[src/rtl/core/sdrc_pkg.sv]
// Shared types and codes for the shared DMA reset coordinator.
package sdrc_pkg;

    localparam int KIND_W   = 3;
    localparam int INDEX_W  = 3;
    localparam int STATUS_W = 3;
    localparam int MASK_W   = 8;
    localparam int COUNT_W  = 4;
    // Wide enough to compare any MAC index or sweep pointer against a depth of up to 63.
    localparam int IDX_EXT_W = 6;

    localparam logic [KIND_W-1:0] KIND_ADD        = 3'd0;
    localparam logic [KIND_W-1:0] KIND_REMOVE     = 3'd1;
    localparam logic [KIND_W-1:0] KIND_OPEN_DONE  = 3'd2;
    localparam logic [KIND_W-1:0] KIND_ERR_DONE   = 3'd3;
    localparam logic [KIND_W-1:0] KIND_CLOSED     = 3'd4;
    localparam logic [KIND_W-1:0] KIND_DMA_ERROR  = 3'd5;
    localparam logic [KIND_W-1:0] KIND_QUERY      = 3'd6;

    localparam logic [STATUS_W-1:0] MAC_UNLOADED  = 3'd0;
    localparam logic [STATUS_W-1:0] MAC_LOADED    = 3'd1;
    localparam logic [STATUS_W-1:0] MAC_OPENED    = 3'd2;
    localparam logic [STATUS_W-1:0] MAC_ERRORED   = 3'd3;
    localparam logic [STATUS_W-1:0] MAC_SHUT      = 3'd4;
    localparam logic [STATUS_W-1:0] MAC_RESETTING = 3'd5;

    // Below this many present MACs the DMA may always be reset.
    localparam logic [COUNT_W-1:0] QUERY_MIN_MACS = 4'd2;

    typedef struct packed {
        logic                present;
        logic [STATUS_W-1:0] status;
    } entry_t;

    localparam int ENTRY_W = $bits(entry_t);

    typedef struct packed {
        logic                reset_dma;
        logic [MASK_W-1:0]   other_reset_mask;
        logic [STATUS_W-1:0] mac_state;
        logic [COUNT_W-1:0]  present_count;
        logic                no_effect;
    } result_t;

    typedef enum logic [3:0] {
        S_IDLE  = 4'b0001,
        S_LOOK  = 4'b0010,
        S_SWEEP = 4'b0100,
        S_DONE  = 4'b1000
    } seq_state_t;

endpackage

[src/rtl/core/sdrc_ram.sv]
// Generic single-write, single-read RAM with a registered read port.
module sdrc_ram #(
    parameter int WIDTH = 4,
    parameter int DEPTH = 8
) (
    input  logic                     clk,
    input  logic                     we,
    input  logic [$clog2(DEPTH)-1:0] waddr,
    input  logic [WIDTH-1:0]         wdata,
    input  logic                     re,
    input  logic [$clog2(DEPTH)-1:0] raddr,
    output logic [WIDTH-1:0]         rdata
);

    logic [WIDTH-1:0] mem_reg [DEPTH];
    logic [WIDTH-1:0] rdata_reg;

    always_ff @(posedge clk)
    begin
        if (we)
        begin
            mem_reg[waddr] <= wdata;
        end
        if (re)
        begin
            rdata_reg <= mem_reg[raddr];
        end
    end

    assign rdata = rdata_reg;

endmodule

[src/rtl/core/sdrc_out_reg.sv]
// Output register that holds one result item until the consumer takes it.
module sdrc_out_reg
    import sdrc_pkg::*;
(
    input  logic    clk,
    input  logic    rst_n,
    input  logic    load,
    output logic    load_ok,
    input  result_t res_in,
    output logic    out_valid,
    input  logic    out_ready,
    output result_t res_out
);

    logic    valid_reg;
    logic    valid_next;
    result_t data_reg;

    assign load_ok = !valid_reg || out_ready;

    always_comb
    begin
        valid_next = valid_reg;
        if (load)
        begin
            valid_next = 1'b1;
        end
        else if (out_ready)
        begin
            valid_next = 1'b0;
        end
    end

    always_ff @(posedge clk or negedge rst_n)
    begin
        if (!rst_n)
        begin
            valid_reg <= 1'b0;
        end
        else
        begin
            valid_reg <= valid_next;
        end
    end

    always_ff @(posedge clk)
    begin
        if (load)
        begin
            data_reg <= res_in;
        end
    end

    assign out_valid = valid_reg;
    assign res_out   = data_reg;

endmodule

[src/rtl/core/shared_dma_reset_coordinator.sv]
// Top level of the shared DMA reset coordinator: sequencer around the MAC state memory.
//
// Each MAC has a present bit and a lifecycle state held in one small RAM with a
// registered read; the present count lives in a register. An add, remove or
// lifecycle event is accepted and read, then updated and written back, and then
// handed over to the output register once that has room. A reset query that has to
// inspect the other MACs, from a loaded, error or closed MAC with at least two
// present, sweeps every entry of the memory one per cycle through its single read
// port. One item is in work at a time; a finished result waits in the output
// register while the next item is accepted. After reset every entry reads as
// absent and unloaded at once, with no clearing pass.
module shared_dma_reset_coordinator
    import sdrc_pkg::*;
#(
    parameter int MAX_MACS = 8
) (
    input  logic                clk,
    input  logic                rst_n,
    input  logic                in_valid,
    output logic                in_ready,
    input  logic [KIND_W-1:0]   kind,
    input  logic [INDEX_W-1:0]  mac_index,
    output logic                out_valid,
    input  logic                out_ready,
    output logic                reset_dma,
    output logic [MASK_W-1:0]   other_reset_mask,
    output logic [STATUS_W-1:0] mac_state,
    output logic [COUNT_W-1:0]  present_count,
    output logic                no_effect
);

    localparam int AW = $clog2(MAX_MACS);
    localparam logic [AW-1:0] LAST_ADDR = AW'(MAX_MACS - 1);

    seq_state_t           state_reg, state_next;
    logic [KIND_W-1:0]    kind_reg, kind_next;
    logic [INDEX_W-1:0]   idx_reg, idx_next;
    logic                 in_range_reg, in_range_next;
    logic                 sweep_reset_reg, sweep_reset_next;
    logic                 all_loaded_reg, all_loaded_next;
    logic [AW-1:0]        ptr_reg, ptr_next;
    logic                 reset_dma_reg, reset_dma_next;
    logic [MASK_W-1:0]    mask_reg, mask_next;
    logic [STATUS_W-1:0]  mac_state_reg, mac_state_next;
    logic                 no_effect_reg, no_effect_next;
    logic [COUNT_W-1:0]   count_reg, count_next;
    logic [MAX_MACS-1:0]  valid_reg, valid_next;
    logic                 rd_valid_reg, rd_valid_next;

    logic                 ram_we;
    logic [AW-1:0]        ram_waddr;
    entry_t               ram_wdata;
    logic                 ram_re;
    logic [AW-1:0]        ram_raddr;
    logic [ENTRY_W-1:0]   ram_rdata;

    entry_t               cur_e;
    entry_t               new_e;
    logic                 self_write;
    logic [IDX_EXT_W-1:0] ptr_ext;

    logic                 out_load;
    logic                 out_load_ok;
    result_t              res_in;
    result_t              res_out;

    // Entries never written since reset read as absent and unloaded.
    assign cur_e   = rd_valid_reg ? entry_t'(ram_rdata) : '0;
    assign ptr_ext = IDX_EXT_W'(ptr_reg);

    assign in_ready = (state_reg == S_IDLE);

    always_comb
    begin
        state_next       = state_reg;
        kind_next        = kind_reg;
        idx_next         = idx_reg;
        in_range_next    = in_range_reg;
        sweep_reset_next = sweep_reset_reg;
        all_loaded_next  = all_loaded_reg;
        ptr_next         = ptr_reg;
        reset_dma_next   = reset_dma_reg;
        mask_next        = mask_reg;
        mac_state_next   = mac_state_reg;
        no_effect_next   = no_effect_reg;
        count_next       = count_reg;
        new_e            = cur_e;
        self_write       = 1'b0;
        ram_we           = 1'b0;
        ram_waddr        = ptr_reg;
        ram_wdata        = cur_e;
        ram_re           = 1'b0;
        ram_raddr        = AW'(mac_index);
        out_load         = 1'b0;

        unique case (state_reg)
            S_IDLE:
            begin
                if (in_valid)
                begin
                    kind_next     = kind;
                    idx_next      = mac_index;
                    in_range_next = IDX_EXT_W'(mac_index) < IDX_EXT_W'(MAX_MACS);
                    ram_re        = 1'b1;
                    state_next    = S_LOOK;
                end
            end

            S_LOOK:
            begin
                reset_dma_next = 1'b0;
                mask_next      = '0;
                no_effect_next = 1'b0;
                state_next     = S_DONE;
                if (!in_range_reg)
                begin
                    no_effect_next = 1'b1;
                    mac_state_next = MAC_UNLOADED;
                end
                else
                begin
                    unique case (kind_reg) inside
                        KIND_ADD:
                        begin
                            if (cur_e.present)
                            begin
                                no_effect_next = 1'b1;
                            end
                            else
                            begin
                                new_e      = '{present: 1'b1, status: MAC_LOADED};
                                self_write = 1'b1;
                                count_next = count_reg + 1'b1;
                            end
                        end
                        KIND_REMOVE:
                        begin
                            if (!cur_e.present)
                            begin
                                no_effect_next = 1'b1;
                            end
                            else
                            begin
                                new_e      = '{present: 1'b0, status: MAC_UNLOADED};
                                self_write = 1'b1;
                                if (count_reg != '0)
                                begin
                                    count_next = count_reg - 1'b1;
                                end
                            end
                        end
                        KIND_OPEN_DONE, KIND_ERR_DONE:
                        begin
                            new_e.status = MAC_OPENED;
                            self_write   = 1'b1;
                        end
                        KIND_CLOSED:
                        begin
                            new_e.status = MAC_SHUT;
                            self_write   = 1'b1;
                        end
                        KIND_DMA_ERROR:
                        begin
                            if (cur_e.status == MAC_RESETTING)
                            begin
                                no_effect_next = 1'b1;
                            end
                            else
                            begin
                                new_e.status = MAC_ERRORED;
                                self_write   = 1'b1;
                            end
                        end
                        KIND_QUERY:
                        begin
                            if (count_reg < QUERY_MIN_MACS)
                            begin
                                reset_dma_next = 1'b1;
                            end
                            else if (cur_e.status == MAC_LOADED ||
                                     cur_e.status == MAC_ERRORED ||
                                     cur_e.status == MAC_SHUT)
                            begin
                                // A loaded MAC only checks; error or closed updates the others.
                                sweep_reset_next = (cur_e.status != MAC_LOADED);
                                reset_dma_next   = (cur_e.status != MAC_LOADED);
                                all_loaded_next  = 1'b1;
                                ptr_next         = '0;
                                ram_re           = 1'b1;
                                ram_raddr        = '0;
                                state_next       = S_SWEEP;
                            end
                        end
                        default:
                        begin
                            no_effect_next = 1'b1;
                        end
                    endcase
                    mac_state_next = new_e.status;
                    ram_we         = self_write;
                    ram_waddr      = AW'(idx_reg);
                    ram_wdata      = new_e;
                end
            end

            S_SWEEP:
            begin
                ram_waddr = ptr_reg;
                if (sweep_reset_reg)
                begin
                    if (cur_e.present && ptr_ext != IDX_EXT_W'(idx_reg))
                    begin
                        case (cur_e.status) inside
                            MAC_OPENED:
                            begin
                                ram_we    = 1'b1;
                                ram_wdata = '{present: 1'b1, status: MAC_RESETTING};
                                if (ptr_ext < IDX_EXT_W'(MASK_W))
                                begin
                                    mask_next = mask_reg | (MASK_W'(1) << ptr_ext[2:0]);
                                end
                            end
                            MAC_ERRORED, MAC_SHUT:
                            begin
                                ram_we    = 1'b1;
                                ram_wdata = '{present: 1'b1, status: MAC_LOADED};
                            end
                            default:
                            begin
                                ram_we = 1'b0;
                            end
                        endcase
                    end
                end
                else if (cur_e.present && cur_e.status != MAC_LOADED)
                begin
                    all_loaded_next = 1'b0;
                end

                if (ptr_reg == LAST_ADDR)
                begin
                    if (!sweep_reset_reg)
                    begin
                        reset_dma_next = all_loaded_next;
                    end
                    state_next = S_DONE;
                end
                else
                begin
                    // The next entry is read while the current one is written back.
                    ram_re    = 1'b1;
                    ram_raddr = ptr_reg + 1'b1;
                    ptr_next  = ptr_reg + 1'b1;
                end
            end

            S_DONE:
            begin
                if (out_load_ok)
                begin
                    out_load   = 1'b1;
                    state_next = S_IDLE;
                end
            end

            default:
            begin
                state_next = S_IDLE;
            end
        endcase
    end

    always_comb
    begin
        valid_next    = valid_reg;
        rd_valid_next = rd_valid_reg;
        if (ram_we)
        begin
            valid_next[ram_waddr] = 1'b1;
        end
        if (ram_re)
        begin
            rd_valid_next = valid_reg[ram_raddr];
        end
    end

    always_ff @(posedge clk or negedge rst_n)
    begin
        if (!rst_n)
        begin
            state_reg    <= S_IDLE;
            count_reg    <= '0;
            valid_reg    <= '0;
            rd_valid_reg <= 1'b0;
        end
        else
        begin
            state_reg    <= state_next;
            count_reg    <= count_next;
            valid_reg    <= valid_next;
            rd_valid_reg <= rd_valid_next;
        end
    end

    always_ff @(posedge clk)
    begin
        kind_reg        <= kind_next;
        idx_reg         <= idx_next;
        in_range_reg    <= in_range_next;
        sweep_reset_reg <= sweep_reset_next;
        all_loaded_reg  <= all_loaded_next;
        ptr_reg         <= ptr_next;
        reset_dma_reg   <= reset_dma_next;
        mask_reg        <= mask_next;
        mac_state_reg   <= mac_state_next;
        no_effect_reg   <= no_effect_next;
    end

    sdrc_ram #(
        .WIDTH (ENTRY_W),
        .DEPTH (MAX_MACS)
    ) u_state_ram (
        .clk   (clk),
        .we    (ram_we),
        .waddr (ram_waddr),
        .wdata (ram_wdata),
        .re    (ram_re),
        .raddr (ram_raddr),
        .rdata (ram_rdata)
    );

    assign res_in = '{
        reset_dma:        reset_dma_reg,
        other_reset_mask: mask_reg,
        mac_state:        mac_state_reg,
        present_count:    count_reg,
        no_effect:        no_effect_reg
    };

    sdrc_out_reg u_out_reg (
        .clk       (clk),
        .rst_n     (rst_n),
        .load      (out_load),
        .load_ok   (out_load_ok),
        .res_in    (res_in),
        .out_valid (out_valid),
        .out_ready (out_ready),
        .res_out   (res_out)
    );

    assign reset_dma        = res_out.reset_dma;
    assign other_reset_mask = res_out.other_reset_mask;
    assign mac_state        = res_out.mac_state;
    assign present_count    = res_out.present_count;
    assign no_effect        = res_out.no_effect;

endmodule

[config.mk]
export PLATFORM = sky130hd
export DESIGN_NAME = shared_dma_reset_coordinator
export DESIGN_NICKNAME = d
export VERILOG_FILES = /design/src/rtl/core/sdrc_pkg.sv /design/src/rtl/core/sdrc_ram.sv /design/src/rtl/core/sdrc_out_reg.sv /design/src/rtl/core/shared_dma_reset_coordinator.sv
export SDC_FILE = /design/constraint.sdc
export NUM_CORES = 1
export LEC_CHECK = 0
export ABC_AREA = 1
export BUFFER_PORTS_ARGS = -buffer_cell sky130_fd_sc_hd__buf_2
export CELL_PAD_IN_SITES_DETAIL_PLACEMENT = 0
export CELL_PAD_IN_SITES_GLOBAL_PLACEMENT = 2
export CORE_MARGIN = 4
export CORE_UTILIZATION = 42
export DETAILED_ROUTE_END_ITERATION = 8
export PLACE_DENSITY = 0.95
export SYNTH_ARGS = -nofsm -noshare
export SYNTH_HDL_FRONTEND = slang
export SYNTH_HIERARCHICAL = 1
export SYNTH_SLANG_ARGS = --single-unit
[constraint.sdc]
create_clock -name clk -period 4.2 [get_ports clk]
set_input_delay 1.26 -clock clk [delete_from_list [all_inputs] [get_ports clk]]
set_output_delay 1.26 -clock clk [all_outputs]
set_load 0.05 [all_outputs]
# --- Word level (Yosys, flattened, before mapping) ---
# Memories as Yosys holds them, arrays and structs flattened. A register that Yosys moved wholly into a read port is not among the register bits.
# Index checks and enable logic that the tools add are counted.
op_classes:
  add_sub_neg: 3
  magnitude_cmp: 5
  eq_ne: 33
  shifts: 1
  muxes: 77
  bitwise_logic: 3
  n_reduce_logical: 24
ops:
  columns: ["cell", "count"]
  rows:
  - ["4-bit 2-to-1 mux", 14]
  - ["3-bit 2-to-1 mux", 12]
  - ["8-bit 2-to-1 mux", 4]
  - ["1-bit 2-to-1 mux", 31]
  - ["2-bit inequality test, second input constant", 14]
  - ["3-bit == test, second input constant", 6]
  - ["8-bit OR", 2]
  - ["4-bit one-hot mux with 2 select lines", 2]
  - ["4-bit one-hot mux with 4 select lines", 1]
  - ["8-bit one-hot mux with 2 select lines", 1]
  - ["3-bit one-hot mux with 5 select lines", 1]
  - ["5-bit AND reduction", 3]
  - ["3-bit by 2-bit == test with 1-bit output, second input constant", 4]
  - ["3-bit by 4-bit less-than comparator with 1-bit output, second input constant", 3]
  - ["3-bit one-hot mux with 2 select lines", 2]
  - ["1-bit one-hot mux with 2 select lines", 4]
  - ["1-bit one-hot mux with 4 select lines", 2]
  - ["4-bit AND reduction", 2]
  - ["1-bit by 3-bit << shifter with 8-bit output, first input constant", 1]
  - ["3-bit by 1-bit == test with 1-bit output, second input constant", 2]
  - ["3-bit AND reduction", 2]
  - ["2-bit nonzero test", 3]
  - ["4-bit by 1-bit adder with 4-bit output, second input constant", 1]
  - ["4-bit by 1-bit == test with 1-bit output, second input constant", 1]
  - ["other kinds (23)", 28]
word_totals:
  regBits: 59
  ramBits: 32
  output_inout_bits: 19
  n_memories: 1
mem_list:
  columns: ["memory", "words", "width", "read_ports", "rd_ports_with_merged_regs", "wr", "line", "source"]
  rows:
  - ["u_state_ram.mem_reg", 8, 4, 1, 1, 1, "sdrc_ram.sv:15", "logic [WIDTH-1:0] mem_reg [DEPTH];"]

# --- Logic depth before layout (Yosys ltp) ---
# Gate-level depths: netlist (run 1).
logic_depth:
  depth_word: 10
  mapped_depth: 15
  ltp_nobuf: 13

# --- By module ---
# The synthesis (run 1) kept the hierarchy.
by_module_without_submodules:
  columns: ["module", "instances", "cells_each", "area_each_um2"]
  rows:
  - ["shared_dma_reset_coordinator", 1, 268, 2372.3]
  - ["sdrc_ram", 1, 160, 1607.8]
  - ["sdrc_out_reg", 1, 22, 555.5]

# --- Worst setup path after synthesis (run 1) ---
# OpenSTA, ideal clock, no wires.
synth_timing:
  path_kind: "input-to-reg"
  start: "in out_ready"
  end: "reg u_out_reg.data_reg, in the netlist u_out_reg/res_out[0], enable pin"
  arrival_ns: 2.185
  required_time_ns: 3.808
  slack_ns: 1.623
  cell_stages: 4
  path_buffers: 0
  path_cell_list: "inv_1 -> nand2_2 -> inv_1 -> nor2_1"
synth_between:
  elab_chain_len: 3
synth_rtl:
  columns: ["element", "line", "source"]
  rows:
  - ["start, declared", "shared_dma_reset_coordinator.sv:24", "input logic out_ready,"]
  - ["1-bit logical OR", "sdrc_out_reg.sv:19", "assign load_ok = !valid_reg || out_ready;"]
  - ["named net out_load_ok", "shared_dma_reset_coordinator.sv:63", "logic out_load_ok;"]
  - ["1-bit 2-to-1 mux", "shared_dma_reset_coordinator.sv:259", "if (out_load_ok)"]
  - ["1-bit 2-to-1 mux", "shared_dma_reset_coordinator.sv:96", "unique case (state_reg)"]
  - ["named net out_load", "shared_dma_reset_coordinator.sv:62", "logic out_load;"]
  - ["end signal, assigned", "sdrc_out_reg.sv:50", "data_reg <= res_in;"]
  - ["end, declared", "sdrc_out_reg.sv:17", "result_t data_reg;"]
# The timed path passes the listed nets, and every way through them passes these cells.
# A chain may end at the register's enable or synchronous reset.

# --- Final worst setup path (run 1) ---
layout_timing:
  start: "reg state_reg[0]"
  end: "out in_ready"
layout_between:
  elab_chain_len: 1
layout_rtl:
  columns: ["element", "line", "source"]
  rows:
  - ["start, declared", "shared_dma_reset_coordinator.sv:35", "seq_state_t state_reg, state_next;"]
  - ["start signal, assigned", "shared_dma_reset_coordinator.sv:298", "state_reg <= state_next;"]
  - ["4-bit by 1-bit == test with 1-bit output", "shared_dma_reset_coordinator.sv:71", "assign in_ready = (state_reg == S_IDLE);"]
  - ["end, declared", "shared_dma_reset_coordinator.sv:20", "output logic in_ready,"]
# No other way between the ends.

==> summary.txt, run 1 <==
Hold path
  – Worst hold path type: reg2reg
  – HP Start: no_effect_reg

Critical path
  – Critical path class: reg2out
  – CP bufs+invs: 2
  – Crit path from: state_reg[0]
  – Slowest stage cell, crit path: dfstp_2
  – CP Data Arrival Time: 1590 ps
  – CP max FO: 4
  – Cell Chain, Critical Path: inv_1 -> nor3_2 -> buf_2
  – CP delay by family, top: flip-flops
  – Worst Path Required: 2940 ps
  – Slowest stage delay, CP: 550 ps
  – Setup crit end kind: output pin
  – Critical Path Source Type: flip-flop
  – Worst reg2reg setup slack: 1460 ps
  – FF-to-FF Start: state_reg[3]

Final layout
  – Final Net Count: 505
  – Filler Cell Count: 988
  – Max FFs per register: 32
  – Final non-filler cell area: 5010 µm²
  – Diodes inserted: 0
  – Fraction of layout cells with a size suffix above 1: 16.5%
  – Area grow syn2layout: 10.5%
  – Multi-input gate area: 1410 µm²
  – Sequential Area: 2760 µm²

Global routing
  – Initial antenna violation count: 0
  – Busiest metal layer after global routing: met2
  – Pin count of the biggest net entering global routing: 22
  – Met1 Use GR: 18.9%
  – Met3 usage: 5.92%
  – GRT Total Usage: 15.2%
  – Vias in the first global route: 3020
  – GR Overflow Total: 0
  – Met2 Resource Use GR: 24.9%
  – First-pass GRT wire length: 14800 µm

Synth
  – Most numerous cell in the Yosys netlist: nand2_1
  – Flops & latches, synth: 95
  – Netlist cell types: 39
  – Synth Instances: 450
  – Syn_nets: 469
  – Share of synthesized registers carrying an async set or reset: 18.9%
  – Area fraction of the dominant cell type after synthesis: 51.0%
  – Syn avg cell area: 10.1 µm²
  – Warnings from Yosys: 6
  – Synth top cells by count: nand2_1, inv_1, edfxtp_1
  – Most used DFF post-synth: edfxtp_1
  – Mapped Area: 4540 µm²
  – Sequential area share after synthesis: 60.9%
  – Number of synthesized flops with an enable pin: 77
  – Yosys top cell by area: edfxtp_1
  – Top cells by area, synth: edfxtp_1, dfrtp_1, nand2_1, inv_1, nand3_1

Place
  – Global placer's final weighted congestion: 0.841
  – Port bufs: 28
  – Post-DP Area: 4820 µm²
  – Hpwl dp: 6790 µm

Timing
  – Final Cycle Share: 67.8%
  – Final worst path period need: 2850 ps
  – Maximum clock rate: 351 MHz
  – Rel. slew slack: 48.7%
  – Hold Vio Cnt, Final: 0
  – Worst-Margin Slew: 766 ps
  – Final setup TNS: 0 ps
  – RSZ-0062 raised after global routing: false
  – Setup violators final: 0
  – Slew Limit Fails: 0
  – Skew final: 7.83 ps

Clock tree
  – CTS buffer count: 9
  – Post-CTS setup buffers: 0
  – CTS clk-pin slew, worst paths: 90 ps
  – Root Buffer: clkbuf_8
  – H-tree depth: 3
  – Clk buf depth: 2
  – PostCTS Resize Cnt: 0
  – CTS tree: built
  – Hold_buf cts: 0
  – Clock sink total: 95
  – Clk_lat worst skew: 380 ps

Drt
  – Drt pass-1 iters: 4
  – Iteration-0 DRC Markers: 147
  – Via Count: 3033
  – Avg WL per Cell: 14.3 µm
  – Via density: 4.84
  – Wirelength, routed: 8970 µm
  – DRC viols: 0
  – Post-DRT Antenna Nets: 0

Run
  – Max_cap viols: 0

Floorplanning
  – Die area: 12500 µm²
  – Row count: 37
  – Core area: 10400 µm²
  – DIE WIDTH: 112 µm
  – # IOs: 29
  – Starting Density: 43.5%
  – Chip height: 112 µm

Pwr
  – Max VDD drop: 0.311 mV
  – Static leakage power: 2.22 nW
  – Power density cells: 549 nW/µm²

Run status
  – Result of the run: completed
-- cell type report --
cell class | instances | share of cell area [%]
flip-flops and latches | 95 | 55.1
multi-input cells | 267 | 28.2
inverters | 82 | 6.22
well taps | 136 | 3.39
repair buffers | 31 | 3.25
clock buffers | 10 | 2.75
clock inverters | 6 | 1.07
-- through the flow --
| step | hold slack, ps | total power [mW] | util [%] | instances | worst slack, ps |
|---|---|---|---|---|---|
| global route | 444 | 2.93 | 48.1 | 627 | 1230 |
| finish | 426 | 2.75 | 48.1 | 627 | 1350 |
| CTS | 429 | 2.78 | 48.1 | 627 | 1320 |
| detailed placement | 408 | 2.20 | 46.3 | 611 | 1490 |
| floorplan | 400 | 1.98 | - | 450 | 1620 |
| global placement | 403 | 2.18 | 46.3 | 611 | 1540 |
-- kinds of logic (layout without fill, tap and decap cells) --
logic type,count (synthesis),after routing,synth area share (%)
buffers and inverters,88,129,7.92
xor gates and xnor gates,7,7,1.35
AOI/OAI and AO/OA,49,49,6.32
DFF,95,95,60.9
and+or+nand+nor,202,202,20.8
adders and majority gates,9,9,2.65
-- placed cells by master, fill, tap and decap left out, types with 2 or more instances in the layout --
| cell type | instances |
|---|---|
| o21ai_2 | 3 |
| ha_1 | 8 |
| edfxtp_1 | 77 |
| buf_2 | 28 |
| o21ai_1 | 10 |
| xor2_1 | 4 |
| nand3_1 | 40 |
| clkinv_4 | 3 |
| nor3_2 | 3 |
| o21ai_0 | 14 |
| inv_1 | 78 |
| xnor2_1 | 3 |
| nor3_1 | 3 |
| nor2_2 | 2 |
| dfrtp_1 | 17 |
| nand2_4 | 2 |
| nand3_2 | 3 |
| buf_4 | 3 |
| nand2_2 | 12 |
| a21o_1 | 2 |
| clkbuf_8 | 10 |
| o211ai_1 | 3 |
| nor2_1 | 34 |
| nand2_1 | 98 |
| o31ai_1 | 2 |
| inv_2 | 2 |
| a21oi_1 | 11 |
-- metal layers --
metal	vias to the layer above	part of all wire (%)
met5	-	0
met4	0	0.75
met3	6	4.2
met2	45	50
met1	1437	45
li1	1545	-
-- power by group --
group,switching (mW),internal [mW]
Sequential,0.0813,1.24
Combinational,0.622,0.225
Clock,0.337,0.240
Total,1.04,1.71
-- path summary, 6_finish.rpt --
path	endpoint	depth (start not counted)
max	in_ready	3
min	u_out_reg/res_out[0]	0
max reg2reg	u_state_ram/mem_reg[0][3]	7
min reg2reg	u_out_reg/res_out[0]	0
max in group asynchronous	state_reg[0]	1
min in group asynchronous	u_out_reg/out_valid	1
(Power assumes the default switching activity.)
==> inputs of run 2 (changes only) <==
--- a/config.mk
+++ b/config.mk
@@ -10,9 +10,9 @@
 export CELL_PAD_IN_SITES_DETAIL_PLACEMENT = 0
 export CELL_PAD_IN_SITES_GLOBAL_PLACEMENT = 2
 export CORE_MARGIN = 4
-export CORE_UTILIZATION = 42
+export CORE_UTILIZATION = 35
 export DETAILED_ROUTE_END_ITERATION = 8
-export PLACE_DENSITY = 0.95
+export PLACE_DENSITY = 0.85
 export SYNTH_ARGS = -nofsm -noshare
 export SYNTH_HDL_FRONTEND = slang
 export SYNTH_HIERARCHICAL = 1
==> constraint.sdc (replaced) <==
create_clock -name clk -period 2.6 [get_ports clk]
set_input_delay 0.78 -clock clk [delete_from_list [all_inputs] [get_ports clk]]
set_output_delay 0.78 -clock clk [all_outputs]
set_load 0.05 [all_outputs]
==> summary.txt, run 2 (synthesis results as in run 1) <==
Run status
  – Result of the run: completed

Pwr
  – Comb power frac: 29.2% (-1.6 points)
  – Net Sw Power: 1.68 mW (+62%)
  – Seq pwr share: 45.3% (-2.9 points)
  – Overall power: 4.72 mW (+72%)
  – P_int: 3.04 mW (+78%)
  – Static leakage power: 2.29 nW (+3.1%)
  – Max VDD drop: 0.290 mV (-6.6%)
  – Power density cells: 911 nW/µm² (+66%)
  – Switching Fraction: 35.7% (-2.2 points)
  – Clock power share: 25.5% (+4.5 points)

Timing
  – Worst-Margin Slew: 1080 ps (+313 ps)
  – Hold Vio Cnt, Final: 0 (unchanged)
  – Maximum clock rate: 431 MHz
  – Skew final: 6.65 ps (-1.18 ps)
  – Final worst path period need: 2320 ps
  – Final Cycle Share: 89.3%
  – Final setup TNS: 0 ps (unchanged)
  – RSZ-0062 raised after global routing: false
  – Setup violators final: 0 (unchanged)
  – Rel. slew slack: 27.3% (-21 points)
  – Slew Limit Fails: 0 (unchanged)

Final layout
  – Fraction of layout cells with a size suffix above 1: 17.5% (+1.0 points)
  – Max FFs per register: 32 (unchanged)
  – Final Net Count: 511 (+1.2%)
  – Diodes inserted: 0 (unchanged)
  – Commonest non-fill, non-tap cell in the layout: nand2_1
  – Area grow syn2layout: 14.3%
  – Leading cell types in the layout, fill and taps excluded: nand2_1, inv_1, edfxtp_1

Clock tree
  – PostCTS Resize Cnt: 0 (unchanged)
  – Clk_lat worst skew: 340 ps (-40 ps)
  – CTS buffer count: 9 (unchanged)
  – CTS clk-pin slew, worst paths: 70 ps (-20 ps)
  – Post-CTS setup buffers: 0 (unchanged)
  – Clk buf depth: 2 (unchanged)
  – Hold_buf cts: 0 (unchanged)
  – Root Buffer: clkbuf_16
  – H-tree depth: 3 (unchanged)
  – CTS tree: built
  – Clock sink total: 95 (unchanged)

Floorplanning
  – # IOs: 29 (unchanged)
  – Chip height: 122 µm (+8.9%)
  – DIE WIDTH: 122 µm (+8.9%)
  – Row count: 41 (+11%)
  – Starting Density: 35.8% (-7.7 points)
  – Die area: 14800 µm² (+19%)
  – Core area: 12700 µm² (+22%)

Place
  – Global placer's final weighted congestion: 0.807 (-4.1%)
  – Port bufs: 28 (unchanged)
  – Hpwl dp: 6870 µm (+1.2%)

Critical path
  – Critical path class: reg2reg
  – Crit path from: kind_reg[0]
  – R2R cell count: 7 (unchanged)
  – Worst reg2reg setup slack: 280 ps (-1180 ps)
  – CP Data Arrival Time: 2320 ps (+730 ps)
  – Slowest stage cell, crit path: edfxtp_1
  – Slowest stage delay, CP: 510 ps (-40 ps)
  – RR Endpoint: u_state_ram/mem_reg[2][3]
  – CP max FO: 5 (+1)
  – FF-to-FF Start: kind_reg[0]
  – Cell Chain, Critical Path: nor3_1 -> nand2_1 -> o21ai_0 -> nor3_1 -> o21ai_2 -> nand2_1 -> nor2_1
  – Worst Path Required: 2600 ps (-340 ps)
  – Critical Path Source Type: flip-flop
  – Setup crit end kind: flip-flop

Global routing
  – Initial antenna violation count: 0 (unchanged)
  – GRT Total Usage: 13.2% (-2.1 points)
  – Vias in the first global route: 3015 (-0.17%)
  – First-pass GRT wire length: 15200 µm (+2.0%)
  – Pin count of the biggest net entering global routing: 19 (-14%)
  – GR Overflow Total: 0 (unchanged)

Hold path
  – Worst hold path type: in2async

Drt
  – Post-DRT Antenna Nets: 0 (unchanged)
  – Drt pass-1 iters: 4 (unchanged)
  – Wirelength, routed: 8870 µm (-1.2%)
  – Via Count: 3019 (-0.46%)
  – DRC viols: 0 (unchanged)
  – Via density: 4.51 (-6.7%)
  – Iteration-0 DRC Markers: 130 (-12%)
  – Avg WL per Cell: 13.3 µm (-7.4%)

Run
  – Max_cap viols: 0 (unchanged)
-- run 2: changes by cell type in the layout (fill, tap and decap cells not counted) --
cell,previous run,this run
buf_4,3,9
clkbuf_8,10,0
clkinv_4,3,2
clkinv_2,1,3
inv_8,1,0
clkinv_1,0,1
clkbuf_16,0,9
inv_1,78,77
inv_2,2,3
-- run 2: stage by stage --
step | hold slack [ps] | instance area, µm² | util, % | setup slack (ps) | instances
2_1_floorplan | 400 | 4540 | - | 406 | 450
3_3_place_gp | 401 | 4910 | 38.8 | 256 | 653
3_5_place_dp | 405 | 4910 | 38.8 | 212 | 653
4_1_cts | 390 | 5180 | 40.9 | 198 | 669
5_1_grt | 417 | 5180 | 40.9 | 87.6 | 669
6_report | 378 | 5180 | 40.9 | 279 | 669
-- run 2: final cells by class --
type,instances,area [µm²]
clock buffer,9,225
clock inverter,7,47.5
fill,1241,7490
inverter,82,312
multi-input combinational,267,1410
sequential,95,2760
tap,172,215
timing repair buffer,37,208
-- run 2: metal layers --
metal | track usage (%) | vias to the layer above | part of all wire, %
met5 | 0 | - | 0
li1 | - | 1553 | -
met2 | 21.4 | 51 | 47
met3 | 2.60 | 11 | 4.0
met1 | 17.8 | 1404 | 47
met4 | 4.27 | 0 | 1.6
-- run 2: worst max-delay path: cells and delay by family, from the launching register on --
kind | cells | cell delay, ps
flops | 1 | 510
simple gates | 5 | 1090
compound gates | 2 | 370
-- run 2: worst max path at each step --
stage	endpoint	slack (ps)	depth (start not counted)
2_1_floorplan	u_state_ram/rdata[0]	410	12
3_3_place_gp	u_state_ram/rdata[3]	260	12
3_5_place_dp	u_state_ram/rdata[3]	210	12
4_1_cts	u_state_ram/rdata[3]	200	12
5_1_grt	u_state_ram/mem_reg[3][3]	90	4
6_report	u_state_ram/mem_reg[2][3]	280	7
-- run 2: power by group through the flow --
stage | clock (mW) | sequential [mW] | combinational (mW)
floorplan | 0 | 2.29 | 0.905
global placement | 0 | 2.17 | 1.39
detailed placement | 0 | 2.18 | 1.40
CTS | 1.23 | 2.14 | 1.41
global route | 1.31 | 2.17 | 1.59
finish | 1.20 | 2.14 | 1.38
==> inputs of run 3 (changes only) <==
--- a/config.mk
+++ b/config.mk
@@ -13,6 +13,7 @@
 export CORE_UTILIZATION = 35
 export DETAILED_ROUTE_END_ITERATION = 8
 export PLACE_DENSITY = 0.85
+export REMOVE_ABC_BUFFERS = 1
 export SYNTH_ARGS = -nofsm -noshare
 export SYNTH_HDL_FRONTEND = slang
 export SYNTH_HIERARCHICAL = 1
==> summary.txt, run 3 (synthesis results as in run 1) <==
Drt
  – Post-DRT Antenna Nets: 0 (unchanged)
  – Iteration-0 DRC Markers: 141 (+8.5%)
  – Via density: 4.55 (+0.74%)
  – DRC viols: 0 (unchanged)
  – Via Count: 3046 (+0.89%)
  – Drt pass-1 iters: 4 (unchanged)
  – Avg WL per Cell: 13.3 µm (+0.72%)
  – Wirelength, routed: 8940 µm (+0.87%)

Floorplanning
  – # IOs: 29 (unchanged)
  – DIE WIDTH: 122 µm (unchanged)
  – Core area: 12700 µm² (unchanged)
  – Starting Density: 35.8% (unchanged)
  – Chip height: 122 µm (unchanged)
  – Die area: 14800 µm² (unchanged)
  – Row count: 41 (unchanged)

Timing
  – Skew final: 5.97 ps (-0.680 ps)
  – Final worst path period need: 2400 ps (+83.5 ps)
  – Rel. slew slack: 46.9% (+20 points)
  – Final setup TNS: 0 ps (unchanged)
  – Final Cycle Share: 92.5% (+3.2 points)
  – Setup violators final: 0 (unchanged)
  – Worst-Margin Slew: 793 ps (-287 ps)
  – Worst setup margin: 195 ps (-83.5 ps)
  – RSZ-0062 raised after global routing: false
  – Slew Limit Fails: 0 (unchanged)
  – Maximum clock rate: 416 MHz (-3.5%)
  – Hold Vio Cnt, Final: 0 (unchanged)

Critical path
  – RR Endpoint: u_state_ram/mem_reg[4][0]
  – Setup crit end kind: flip-flop
  – Worst reg2reg setup slack: 200 ps (-80 ps)
  – R2R cell count: 7 (unchanged)
  – CP Data Arrival Time: 2400 ps (+80 ps)
  – FF-to-FF Start: state_reg[3]
  – Worst Path Required: 2600 ps (about the same)
  – Critical Path Source Type: flip-flop
  – CP max FO: 9 (+4)
  – Critical path class: reg2reg

Place
  – Placement Setup Slack: 217 ps (+4.70 ps)
  – Global placer's final weighted congestion: 0.857 (+6.2%)
  – Port bufs: 28 (unchanged)
  – Hpwl dp: 6740 µm (-1.8%)

Clock tree
  – PostCTS Resize Cnt: 0 (unchanged)
  – Root Buffer: clkbuf_16
  – Clock sink total: 95 (unchanged)
  – Clk buf depth: 2 (unchanged)
  – Hold_buf cts: 0 (unchanged)
  – Clk_lat worst skew: 350 ps (about the same)
  – Post-CTS setup buffers: 0 (unchanged)
  – CTS tree: built
  – H-tree depth: 3 (unchanged)
  – CTS clk-pin slew, worst paths: 70 ps (about the same)
  – CTS buffer count: 9 (unchanged)

Final layout
  – Final Net Count: 512 (+0.20%)
  – Max FFs per register: 32 (unchanged)
  – Diodes inserted: 0 (unchanged)
  – Sequential Area: 2760 µm² (unchanged)
  – Fraction of layout cells with a size suffix above 1: 17.7% (+0.17 points)
  – Area grow syn2layout: 15.4%
  – Filler Cell Count: 1240 (-0.081%)
  – Leading cell types in the layout, fill and taps excluded: nand2_1, inv_1, edfxtp_1
  – Multi-input gate area: 1410 µm² (unchanged)
  – Commonest non-fill, non-tap cell in the layout: nand2_1

Pwr
  – Clock power share: 28.1% (+2.6 points)
  – Seq pwr share: 43.6% (-1.7 points)
  – Static leakage power: 2.31 nW (+1.0%)
  – Max VDD drop: 0.508 mV (+75%)
  – P_int: 3.19 mW (+4.9%)
  – Net Sw Power: 1.73 mW (+2.9%)
  – Power density cells: 941 nW/µm² (+3.2%)
  – Comb power frac: 28.4% (-0.8 points)
  – Switching Fraction: 35.2% (-0.45 points)

Global routing
  – Pin count of the biggest net entering global routing: 19 (unchanged)
  – Initial antenna violation count: 0 (unchanged)
  – Vias in the first global route: 2996 (-0.63%)
  – First-pass GRT wire length: 14900 µm (-1.7%)
  – GR Overflow Total: 0 (unchanged)
  – GRT Total Usage: 13.2% (-0.015 points)

Hold path
  – Worst hold path type: in2async

Run status
  – Result of the run: completed

Run
  – Max_cap viols: 0 (unchanged)
==> run 3: cell count changes in the layout (fill, tap and decap cells not counted), sizes merged <==
cell,previous run,this run
clkinv,6,2
inv,82,84
buf,37,38
bufinv,0,1
clkbuf,9,10
==> run 3: area by class of cell <==
type | count | share of cell area [%]
Clock buffer | 10 | 4.57
Clock inverter | 6 | 1.43
Inverter | 82 | 5.95
Multi-Input combinational cell | 267 | 27.0
Sequential cell | 95 | 52.8
Tap cell | 172 | 4.11
Timing Repair Buffer | 38 | 4.11
==> run 3: routing by layer <==
metal / track usage [%] / vias up / part of all wire, %
met1: 17.0 / 1424 / 47
met2: 21.1 / 50 / 47
met3: 3.95 / 10 / 4.0
met5: 0 / - / 0
met4: 4.62 / 0 / 1.7
li1: - / 1562 / -
==> run 3: worst max-delay path by stage <==
stage	start	to	slack [ps]	cells past startpoint
floorplan	ptr_reg[0]	u_state_ram/rdata[0]	410	11
global placement	state_reg[1]	u_state_ram/mem_reg[4][3]	230	8
detailed placement	state_reg[1]	u_state_ram/mem_reg[4][3]	220	8
CTS	state_reg[1]	u_state_ram/mem_reg[4][0]	200	8
global route	state_reg[3]	u_state_ram/mem_reg[4][1]	30	7
finish	state_reg[3]	u_state_ram/mem_reg[4][0]	200	7
==> run 3: stage by stage <==
| step | cells | instance area, µm² | total power [mW] | hold WS [ps] | utilization [%] |
|---|---|---|---|---|---|
| floorplan | 444 | 4490 | 3.17 | 400 | - |
| global placement | 654 | 4920 | 3.57 | 403 | 38.8 |
| detailed placement | 654 | 4920 | 3.59 | 405 | 38.8 |
| CTS | 670 | 5230 | 4.98 | 379 | 41.3 |
| global route | 670 | 5230 | 5.23 | 397 | 41.3 |
| finish | 670 | 5230 | 4.92 | 371 | 41.3 |
==> run 3: power groups by stage <==
stage                     registers (mW)  logic (mW)  clock network (mW)
after CTS                           2.15        1.42                1.42
final                               2.14        1.40                1.38
after global routing                2.17        1.58                1.48
after detailed placement            2.18        1.41                   0
after floorplan                     2.29       0.877                   0
after global placement              2.17        1.40                   0
==> run 3: worst max-delay path: stages (launching register included) <==
cell and delay, ps:
dfrtp_1 400, nor2_1 110, nand3_1 240, o21ai_0 560, inv_1 170, inv_1 90, nand2_1 90, nor2_1 390
